<file path="src/rtl/core/ffba_pkg.sv">
`default_nettype none
package ffba_pkg;

	typedef enum logic [2:0] {
		ST_OK           = 3'd0,
		ST_BAD_SIZE     = 3'd1,
		ST_ARENA_FULL   = 3'd2,
		ST_TABLE_FULL   = 3'd3,
		ST_ALREADY_FREE = 3'd4,
		ST_UNKNOWN      = 3'd5,
		ST_RELEASED     = 3'd6
	} status_t;

	typedef enum logic [1:0] {
		MODE_ALLOC   = 2'd0,
		MODE_FREE    = 2'd1,
		MODE_REALLOC = 2'd2,
		MODE_UNUSED  = 2'd3
	} mode_t;

	localparam logic [6:0]  HEADER_RESET = 7'd24;
	localparam logic [25:0] ARENA_RESET  = 26'd26214400;
	localparam logic [2:0]  ADDR_HEADER  = 3'd0;

endpackage
`default_nettype wire

</file>
<file path="src/rtl/core/ffba_cell.sv">
`default_nettype none
// One table entry of the rotating ring; it takes its neighbor's entry on each shift.
module ffba_cell #(
	parameter int W = 26
) (
	input  wire logic         clk,
	input  wire logic         shift,
	input  wire logic [W-1:0] start_in,
	input  wire logic [W-1:0] len_in,
	input  wire logic         busy_in,
	output logic      [W-1:0] start_q,
	output logic      [W-1:0] len_q,
	output logic              busy_q
);
	always_ff @(posedge clk) begin
		if (shift) begin
			start_q <= start_in;
			len_q   <= len_in;
			busy_q  <= busy_in;
		end
	end
endmodule
`default_nettype wire

</file>
<file path="src/rtl/core/first_fit_block_allocator.sv">
`default_nettype none
// Channel   Dir  Payload
// s_*       in   tuser: mode; tdata: request_size, block_address
// m_*       out  tuser: status; tdata: address, copy_from, copy_bytes, clear_from, clear_bytes
// APB       in   0x0 header_bytes, 0x4 arena_bytes
// An item passes through one lookup revolution of the entry ring, a decision step, an update
// revolution, and a step that hands the result to the output register.
// The ring moves one entry per cycle during both revolutions; a new item is taken only once the last is done.
// Reset empties the table (entry count and arena end to zero); entries need no clearing.
// A new item is taken while an earlier result still waits on m_tready.
module first_fit_block_allocator #(
	parameter int MAX_BLOCKS  = 64,
	parameter int OFFSET_BITS = 26
) (
	input  wire logic         clk,
	input  wire logic         arst_n,
	input  wire logic         psel,
	input  wire logic         penable,
	input  wire logic         pwrite,
	input  wire logic [2:0]   paddr,
	input  wire logic [31:0]  pwdata,
	output logic      [31:0]  prdata,
	output logic              pready,
	input  wire logic         s_tvalid,
	output logic              s_tready,
	input  wire logic [1:0]   s_tuser,   // [1:0] mode
	input  wire logic [55:0]  s_tdata,   // [25:0] request_size, [50:26] block_address
	output logic              m_tvalid,
	input  wire logic         m_tready,
	output logic      [2:0]   m_tuser,   // [2:0] status
	output logic      [127:0] m_tdata    // [24:0] address, [49:25] copy_from,
	                                     // [75:50] copy_bytes, [100:76] clear_from,
	                                     // [126:101] clear_bytes
);
	localparam int OW = OFFSET_BITS;
	localparam int IW = $clog2(MAX_BLOCKS);
	localparam int NW = $clog2(MAX_BLOCKS + 1);
	localparam int CW = (OFFSET_BITS > 26) ? OFFSET_BITS : 26;
	localparam int EW = CW + 2;
	localparam logic [EW-1:0] ADDR_LIM = EW'(1) << (OFFSET_BITS - 1);
	localparam logic [IW-1:0] LAST_STEP = IW'(MAX_BLOCKS - 1);
	localparam logic [NW-1:0] FULL_COUNT = NW'(MAX_BLOCKS);

	typedef enum logic [2:0] {S_IDLE, S_SCAN, S_DECIDE, S_APPLY, S_DONE} state_t;

	state_t        state_q;
	logic [IW-1:0] step_q;
	logic [NW-1:0] count_q;
	logic [OW-1:0] arena_end_q;
	logic [6:0]    header_q;
	logic [25:0]   arena_q;
	logic          m_tvalid_q;

	logic [1:0]    mode_q;
	logic [25:0]   size_q;
	logic [24:0]   baddr_q;

	logic          find_hit_q, find_busy_q, fit_hit_q;
	logic [IW-1:0] find_idx_q, fit_idx_q;
	logic [OW-1:0] find_len_q, fit_pay_q;

	logic          set_en_q, clr_en_q, app_en_q;
	logic [IW-1:0] set_idx_q, clr_idx_q, app_idx_q;
	logic [OW-1:0] app_start_q, app_len_q;
	logic [24:0]   r_addr_q, r_cfrom_q, r_clfrom_q;
	logic [25:0]   r_cbytes_q, r_clbytes_q;
	ffba_pkg::status_t r_status_q;

	logic [OW-1:0] c_start [MAX_BLOCKS];
	logic [OW-1:0] c_len   [MAX_BLOCKS];
	logic          c_busy  [MAX_BLOCKS];
	logic [OW-1:0] h_start, h_len;
	logic          h_busy, shift;

	assign shift = (state_q == S_SCAN) || (state_q == S_APPLY);

	// The head entry goes back in at the tail, updated on the update revolution.
	always_comb begin
		h_start = c_start[0];
		h_len   = c_len[0];
		h_busy  = c_busy[0];
		if (state_q == S_APPLY) begin
			if (app_en_q && step_q == app_idx_q) begin
				h_start = app_start_q;
				h_len   = app_len_q;
				h_busy  = 1'b1;
			end
			if (set_en_q && step_q == set_idx_q) h_busy = 1'b1;
			if (clr_en_q && step_q == clr_idx_q) h_busy = 1'b0;
		end
	end

	for (genvar j = 0; j < MAX_BLOCKS; j++) begin : g_cell
		if (j == MAX_BLOCKS - 1) begin : g_tail
			ffba_cell #(.W(OW)) u_cell (
				.clk(clk), .shift(shift),
				.start_in(h_start), .len_in(h_len), .busy_in(h_busy),
				.start_q(c_start[j]), .len_q(c_len[j]), .busy_q(c_busy[j])
			);
		end else begin : g_mid
			ffba_cell #(.W(OW)) u_cell (
				.clk(clk), .shift(shift),
				.start_in(c_start[j+1]), .len_in(c_len[j+1]), .busy_in(c_busy[j+1]),
				.start_q(c_start[j]), .len_q(c_len[j]), .busy_q(c_busy[j])
			);
		end
	end

	// Lookup on the head entry.
	logic [OW-1:0] head_pay;
	logic          head_valid, head_match, head_fit;
	assign head_pay   = OW'(c_start[0] + OW'(header_q));
	assign head_valid = NW'(step_q) < count_q;
	assign head_match = head_valid && (CW'(head_pay) == CW'(baddr_q));
	assign head_fit   = head_valid && !c_busy[0] && (CW'(c_len[0]) >= CW'(size_q));

	// Decision.
	logic [EW-1:0] end_sum, limit;
	logic [OW-1:0] app_pay;
	logic          size0, grow;
	ffba_pkg::status_t a_stat, d_stat;
	logic          a_set, a_app, d_set, d_clr, d_app;
	logic [24:0]   a_addr, d_addr, d_cfrom, d_clfrom;
	logic [25:0]   d_cbytes, d_clbytes;

	assign end_sum = EW'(arena_end_q) + EW'(header_q) + EW'(size_q);
	assign limit   = (EW'(arena_q) < ADDR_LIM) ? EW'(arena_q) : ADDR_LIM;
	assign app_pay = OW'(arena_end_q + OW'(header_q));
	assign size0   = (size_q == 26'd0);
	assign grow    = CW'(size_q) >= CW'(find_len_q);

	always_comb begin
		a_stat = ffba_pkg::ST_OK;
		a_set  = 1'b0;
		a_app  = 1'b0;
		a_addr = 25'd0;
		priority if (size0) begin
			a_stat = ffba_pkg::ST_BAD_SIZE;
		end else if (fit_hit_q) begin
			a_set  = 1'b1;
			a_addr = 25'(CW'(fit_pay_q));
		end else if (count_q >= FULL_COUNT) begin
			a_stat = ffba_pkg::ST_TABLE_FULL;
		end else if (end_sum > limit) begin
			a_stat = ffba_pkg::ST_ARENA_FULL;
		end else begin
			a_app  = 1'b1;
			a_addr = 25'(CW'(app_pay));
		end
	end

	always_comb begin
		d_stat    = ffba_pkg::ST_OK;
		d_set     = 1'b0;
		d_clr     = 1'b0;
		d_app     = 1'b0;
		d_addr    = 25'd0;
		d_cfrom   = 25'd0;
		d_cbytes  = 26'd0;
		d_clfrom  = 25'd0;
		d_clbytes = 26'd0;
		unique case (ffba_pkg::mode_t'(mode_q))
			ffba_pkg::MODE_ALLOC: begin
				d_stat = a_stat;
				d_set  = a_set;
				d_app  = a_app;
				d_addr = a_addr;
			end
			ffba_pkg::MODE_FREE: begin
				priority if (!find_hit_q) begin
					d_stat = ffba_pkg::ST_UNKNOWN;
				end else if (!find_busy_q) begin
					d_stat = ffba_pkg::ST_ALREADY_FREE;
				end else begin
					d_clr     = 1'b1;
					d_addr    = baddr_q;
					d_clfrom  = baddr_q;
					d_clbytes = 26'(CW'(find_len_q));
				end
			end
			ffba_pkg::MODE_REALLOC: begin
				priority if (!find_hit_q) begin
					d_stat = ffba_pkg::ST_UNKNOWN;
				end else if (!find_busy_q) begin
					d_stat = a_stat;
					d_set  = a_set;
					d_app  = a_app;
					d_addr = a_addr;
				end else if (size0) begin
					d_stat    = ffba_pkg::ST_RELEASED;
					d_clr     = 1'b1;
					d_clfrom  = baddr_q;
					d_clbytes = 26'(CW'(find_len_q));
				end else if (grow) begin
					d_stat = a_stat;
					d_set  = a_set;
					d_app  = a_app;
					d_addr = a_addr;
					if (a_stat == ffba_pkg::ST_OK) begin
						d_clr     = 1'b1;
						d_cfrom   = baddr_q;
						d_cbytes  = 26'(CW'(find_len_q));
						d_clfrom  = baddr_q;
						d_clbytes = 26'(CW'(find_len_q));
					end
				end else begin
					d_addr    = baddr_q;
					d_clfrom  = 25'(26'(baddr_q) + size_q);
					d_clbytes = 26'(CW'(find_len_q) - CW'(size_q));
				end
			end
			default: d_stat = ffba_pkg::ST_BAD_SIZE;
		endcase
	end

	// Control.
	always_ff @(posedge clk or negedge arst_n) begin
		if (!arst_n) begin
			state_q     <= S_IDLE;
			step_q      <= '0;
			count_q     <= '0;
			arena_end_q <= '0;
			header_q    <= ffba_pkg::HEADER_RESET;
			arena_q     <= ffba_pkg::ARENA_RESET;
			m_tvalid_q  <= 1'b0;
			find_hit_q  <= 1'b0;
			fit_hit_q   <= 1'b0;
			set_en_q    <= 1'b0;
			clr_en_q    <= 1'b0;
			app_en_q    <= 1'b0;
		end else begin
			if (psel && penable && pwrite) begin
				if (paddr[2] == ffba_pkg::ADDR_HEADER[2]) header_q <= pwdata[6:0];
				else arena_q <= pwdata[25:0];
			end
			if (state_q == S_DONE && (!m_tvalid_q || m_tready)) m_tvalid_q <= 1'b1;
			else if (m_tready) m_tvalid_q <= 1'b0;
			unique case (state_q)
				S_IDLE: begin
					if (s_tvalid) begin
						state_q    <= S_SCAN;
						step_q     <= '0;
						find_hit_q <= 1'b0;
						fit_hit_q  <= 1'b0;
					end
				end
				S_SCAN: begin
					if (head_match && !find_hit_q) find_hit_q <= 1'b1;
					if (head_fit && !fit_hit_q) fit_hit_q <= 1'b1;
					if (step_q == LAST_STEP) begin
						step_q  <= '0;
						state_q <= S_DECIDE;
					end else begin
						step_q <= step_q + IW'(1);
					end
				end
				S_DECIDE: begin
					set_en_q <= d_set;
					clr_en_q <= d_clr;
					app_en_q <= d_app;
					if (d_app) begin
						count_q     <= count_q + NW'(1);
						arena_end_q <= OW'(end_sum);
					end
					state_q <= S_APPLY;
				end
				S_APPLY: begin
					if (step_q == LAST_STEP) begin
						step_q  <= '0;
						state_q <= S_DONE;
					end else begin
						step_q <= step_q + IW'(1);
					end
				end
				S_DONE: begin
					if (!m_tvalid_q || m_tready) state_q <= S_IDLE;
				end
				default: state_q <= S_IDLE;
			endcase
		end
	end

	// Payload.
	always_ff @(posedge clk) begin
		if (state_q == S_IDLE && s_tvalid) begin
			mode_q  <= s_tuser;
			size_q  <= s_tdata[25:0];
			baddr_q <= s_tdata[50:26];
		end
		if (state_q == S_SCAN) begin
			if (head_match && !find_hit_q) begin
				find_idx_q  <= step_q;
				find_busy_q <= c_busy[0];
				find_len_q  <= c_len[0];
			end
			if (head_fit && !fit_hit_q) begin
				fit_idx_q <= step_q;
				fit_pay_q <= head_pay;
			end
		end
		if (state_q == S_DECIDE) begin
			set_idx_q   <= fit_idx_q;
			clr_idx_q   <= find_idx_q;
			app_idx_q   <= IW'(count_q);
			app_start_q <= arena_end_q;
			app_len_q   <= OW'(CW'(size_q));
			r_status_q  <= d_stat;
			r_addr_q    <= d_addr;
			r_cfrom_q   <= d_cfrom;
			r_cbytes_q  <= d_cbytes;
			r_clfrom_q  <= d_clfrom;
			r_clbytes_q <= d_clbytes;
		end
		if (state_q == S_DONE && (!m_tvalid_q || m_tready)) begin
			m_tuser <= r_status_q;
			m_tdata <= {1'b0, r_clbytes_q, r_clfrom_q, r_cbytes_q, r_cfrom_q, r_addr_q};
		end
	end

	assign m_tvalid = m_tvalid_q;
	assign s_tready = (state_q == S_IDLE);
	assign pready   = 1'b1;
	assign prdata   = (paddr[2] == ffba_pkg::ADDR_HEADER[2]) ? {25'd0, header_q}
	                                                         : {6'd0, arena_q};
endmodule
`default_nettype wire
</file>
<file path="config.mk">
export PLATFORM = sky130hd
export DESIGN_NAME = first_fit_block_allocator
export DESIGN_NICKNAME = d
export VERILOG_FILES = /design/src/rtl/core/ffba_pkg.sv /design/src/rtl/core/ffba_cell.sv /design/src/rtl/core/first_fit_block_allocator.sv
export SDC_FILE = /design/constraint.sdc
export NUM_CORES = 2
export LEC_CHECK = 0
export BUFFER_PORTS_ARGS = -buffer_cell sky130_fd_sc_hd__buf_2
export CORE_MARGIN = 2
export CORE_UTILIZATION = 50
export DETAILED_ROUTE_END_ITERATION = 6
export PLACE_DENSITY_LB_ADDON = 0.08
export SYNTH_ARGS = -nofsm -noshare
export SYNTH_HDL_FRONTEND = slang
export SYNTH_SLANG_ARGS = --single-unit
export TNS_END_PERCENT = 30
</file>
<file path="constraint.sdc">
create_clock -name clk -period 214.6 [get_ports clk]
set_clock_uncertainty 0.2 [all_clocks]
set_input_delay 21.46 -clock clk [delete_from_list [all_inputs] [get_ports clk]]
set_output_delay 21.46 -clock clk [all_outputs]
set_load 0.05 [all_outputs]
</file>
==> metrics.yaml <==
layout_commonest_cell: "edfxtp_1"
preCtsSetupSlack_ns: 170.48
synth.area.mux_share_pct: 1.05
synth_compound_area_share_pct: 2.46
initial_core_util_pct: 50.3
path_clk_slew_ns: 0.06
post-cts-setup-buffers: 0
crit_path_end_kind: "output pin"
routed_wl_mm: 226
pwr-share-seq_pct: 54.0
tns_ns: 0
hold_buffers: 0
leakagePower_nw: 44.1
cts_tree: "yes"
area_growth_pct: 14.4
p_switching_w: 0.000322
dpl-instance-area_sq_um: 135000
core_area_sq_um: 257000
wire_per_inst_um: 22.6
setup_ws_ns: 170.48
fmax_mhz: 22.7
nNetsFinal: 6563
synthArstFlopShare_pct: 2.07
drcViolationCount: 0
port_buffers: 244
final_hold_viol_count: 0
hold_class: "flip-flop to flip-flop"
num_vias: 52300
ys_warn_count: 0
cp-start-kind: "input port"
cp.required_ns: 192.94
grt_pass1_vias: 50300
dieWidth_um: 512
period_minus_slack_ns: 44.12
ir_worst_vdd_uv: 11.1
pin_count: 266
gp_congestion: 0.839
status: "complete, no violations"
worstPathArrival_ns: 22.46
dieHeight_um: 512
finalSetupViolations: 0
grt_start_max_net_pins: 213
drv_slew: 0
ys_seq_elements: 3920
first_pass_iters: 6
final_cell_mix: "3839 x edfxtp_1, 400 x clkbuf_16, 243 x buf_2"
clk-insertion-delay-late_ns: 0.98
yosys.area_share.simple_pct: 2.31
cts_inserted_buffers: 396
synth-xor-area-share_pct: 1.01
hold-worst-slack_ns: 0.176
synth_fa_ha_area_share_pct: 1.85
via_per_inst: 5.24
p_sw_share_pct: 20.5
cts_buffer_depth: 4
combPwrFrac_pct: 3.7
drive_above_1_share_pct: 15.8
numClockSinks: 3920
rows: 186
synthCells: 5616
synth_edf_count: 3839
timing.final.crit_share_pct: 20.6
cts_resized: 0
fin_util_pct: 57.5
dp_hpwl_mm: 135
slew_headroom_pct: 22.9
synth.yosys.seq_area_share_pct: 90.8
synth_top_family_by_area: "compound AO/OA/AOI/OAI gates"
syn_area_sq_um: 129000
grt_overflow: 0
final_cell_area_sq_um: 148000
avgSynthCellArea_sq_um: 23.0
fillers: 18700
crit_path_max_fanout: 29
tightest_slew_ns: 1.16
yosysUniqueCellTypes: 81
synthFlopType: "edfxtp_1"
rsz0062_at_grt: "false"
drt_iter0_drc: 6010
maxCapViolations: 0
power_density_nw_per_um2: 10.6
h-tree-depth: 5
die_area_sq_um: 263000
root_buffer: "clkbuf_16"
worstSetupPathType: "input port to output pin"
antenna_found_initial: 34
ant_nets: 0
pwr-share-clk_pct: 42.3
grt_usage_pct: 17.1
intPower_w: 0.00125
grt_pass1_wl_mm: 331
-- final cells by class --
type	instances	area (sq um)	share of cell area, %
Clock buffer	481	10400	7.02
Antenna cell	11	27.5	0.0186
Multi-Input combinational cell	1528	11300	7.65
Clock inverter	231	2210	1.49
Tap cell	3384	4230	2.86
Timing Repair Buffer	343	2030	1.37
Inverter	90	353	0.239
Sequential cell	3920	117000	79.3
-- power groups by stage --
stage,Clock [W],Combinational (W),Sequential [W]
global route,0.000715,0.0000639,0.000851
CTS,0.000686,0.0000585,0.000851
floorplan,0,0.0000405,0.000993
detailed placement,0,0.0000584,0.000867
finish,0.000666,0.0000581,0.000851
global placement,0,0.0000573,0.000867
-- kinds of logic after synthesis --
family	Yosys count
compound gates	485
xor+xnor	144
fa+ha+maj	184
buf+inv	174
flops	3920
mux	121
other cells	2
simple gates	586
-- flip-flops by register name, indices dropped and copies added, names as in the netlist, 63 cells and up --
register and count:
m_tdata 127, g_cell.g_mid.u_cell.len_q 1638, g_cell.g_mid.u_cell.busy_q 63, g_cell.g_mid.u_cell.start_q 1638
-- worst max-delay path, stage by stage --
cell	delay [ns]
buf_2	0.37
mux2_2	0.41
buf_2	0.21
-- Yosys cell counts (6+ instances only) --
master	count	area [sq um]
nand2_1	161	604
o21bai_1	12	90.1
edfxtp_1	3839	115000
and3_1	22	138
or3_1	14	87.6
buf_4	8	60.1
a21oi_1	122	611
and4_1	7	61.3
and2_1	78	488
nand3_1	52	260
o21a_1	19	143
o31ai_1	25	188
nand2b_1	18	113
a21o_1	43	323
a31oi_1	9	56.3
o21ai_0	115	576
a22o_1	34	298
nor4_1	23	144
o22ai_1	6	37.5
inv_1	89	334
nand4_1	31	194
mux2_2	117	1320
fa_1	12	240
nor2_1	89	334
o211ai_1	12	90.1
ha_1	172	2150
xor2_1	55	482
nor3_1	42	210
a211oi_1	15	113
xnor2_1	85	744
nor2b_1	21	131
or2_2	7	43.8
a211o_1	8	70.1
clkbuf_1	67	251
dfrtp_1	76	1900
-- through the flow --
| stage | power [W] | std cells |
|---|---|---|
| 2_1_floorplan | 0.00103 | 5622 |
| 3_3_place_gp | 0.000924 | 9265 |
| 3_5_place_dp | 0.000925 | 9265 |
| 4_1_cts | 0.00159 | 9977 |
| 5_1_grt | 0.00163 | 9979 |
| 6_report | 0.00157 | 9988 |
-- metal layers --
layer / vias to the layer above / track usage [%] / wire length (um)
met5: - / 0 / 29
met4: 4 / 4.75 / 5210
met3: 380 / 3.32 / 14500
met2: 1482 / 22.9 / 94000
met1: 26800 / 28.4 / 112000
li1: 23700 / - / -
-- path summary, 6_finish.rpt --
path / start / endpoint / slack (ns) / cells past startpoint
min: g_cell[35].g_mid.u_cell.start_q[7] / g_cell[34].g_mid.u_cell.start_q[7] / 0.18 / 0
max: paddr[2] / prdata[4] / 170.48 / 3
min in group asynchronous: arst_n / m_tvalid / 20.25 / 1
max reg2reg: header_q[1] / arena_end_q[12] / 206.47 / 25
min reg2reg: g_cell[35].g_mid.u_cell.start_q[7] / g_cell[34].g_mid.u_cell.start_q[7] / 0.18 / 0
max in group asynchronous: arst_n / arena_q[22] / 192.64 / 2
No activity file was read; power rests on OpenSTA's default activity.
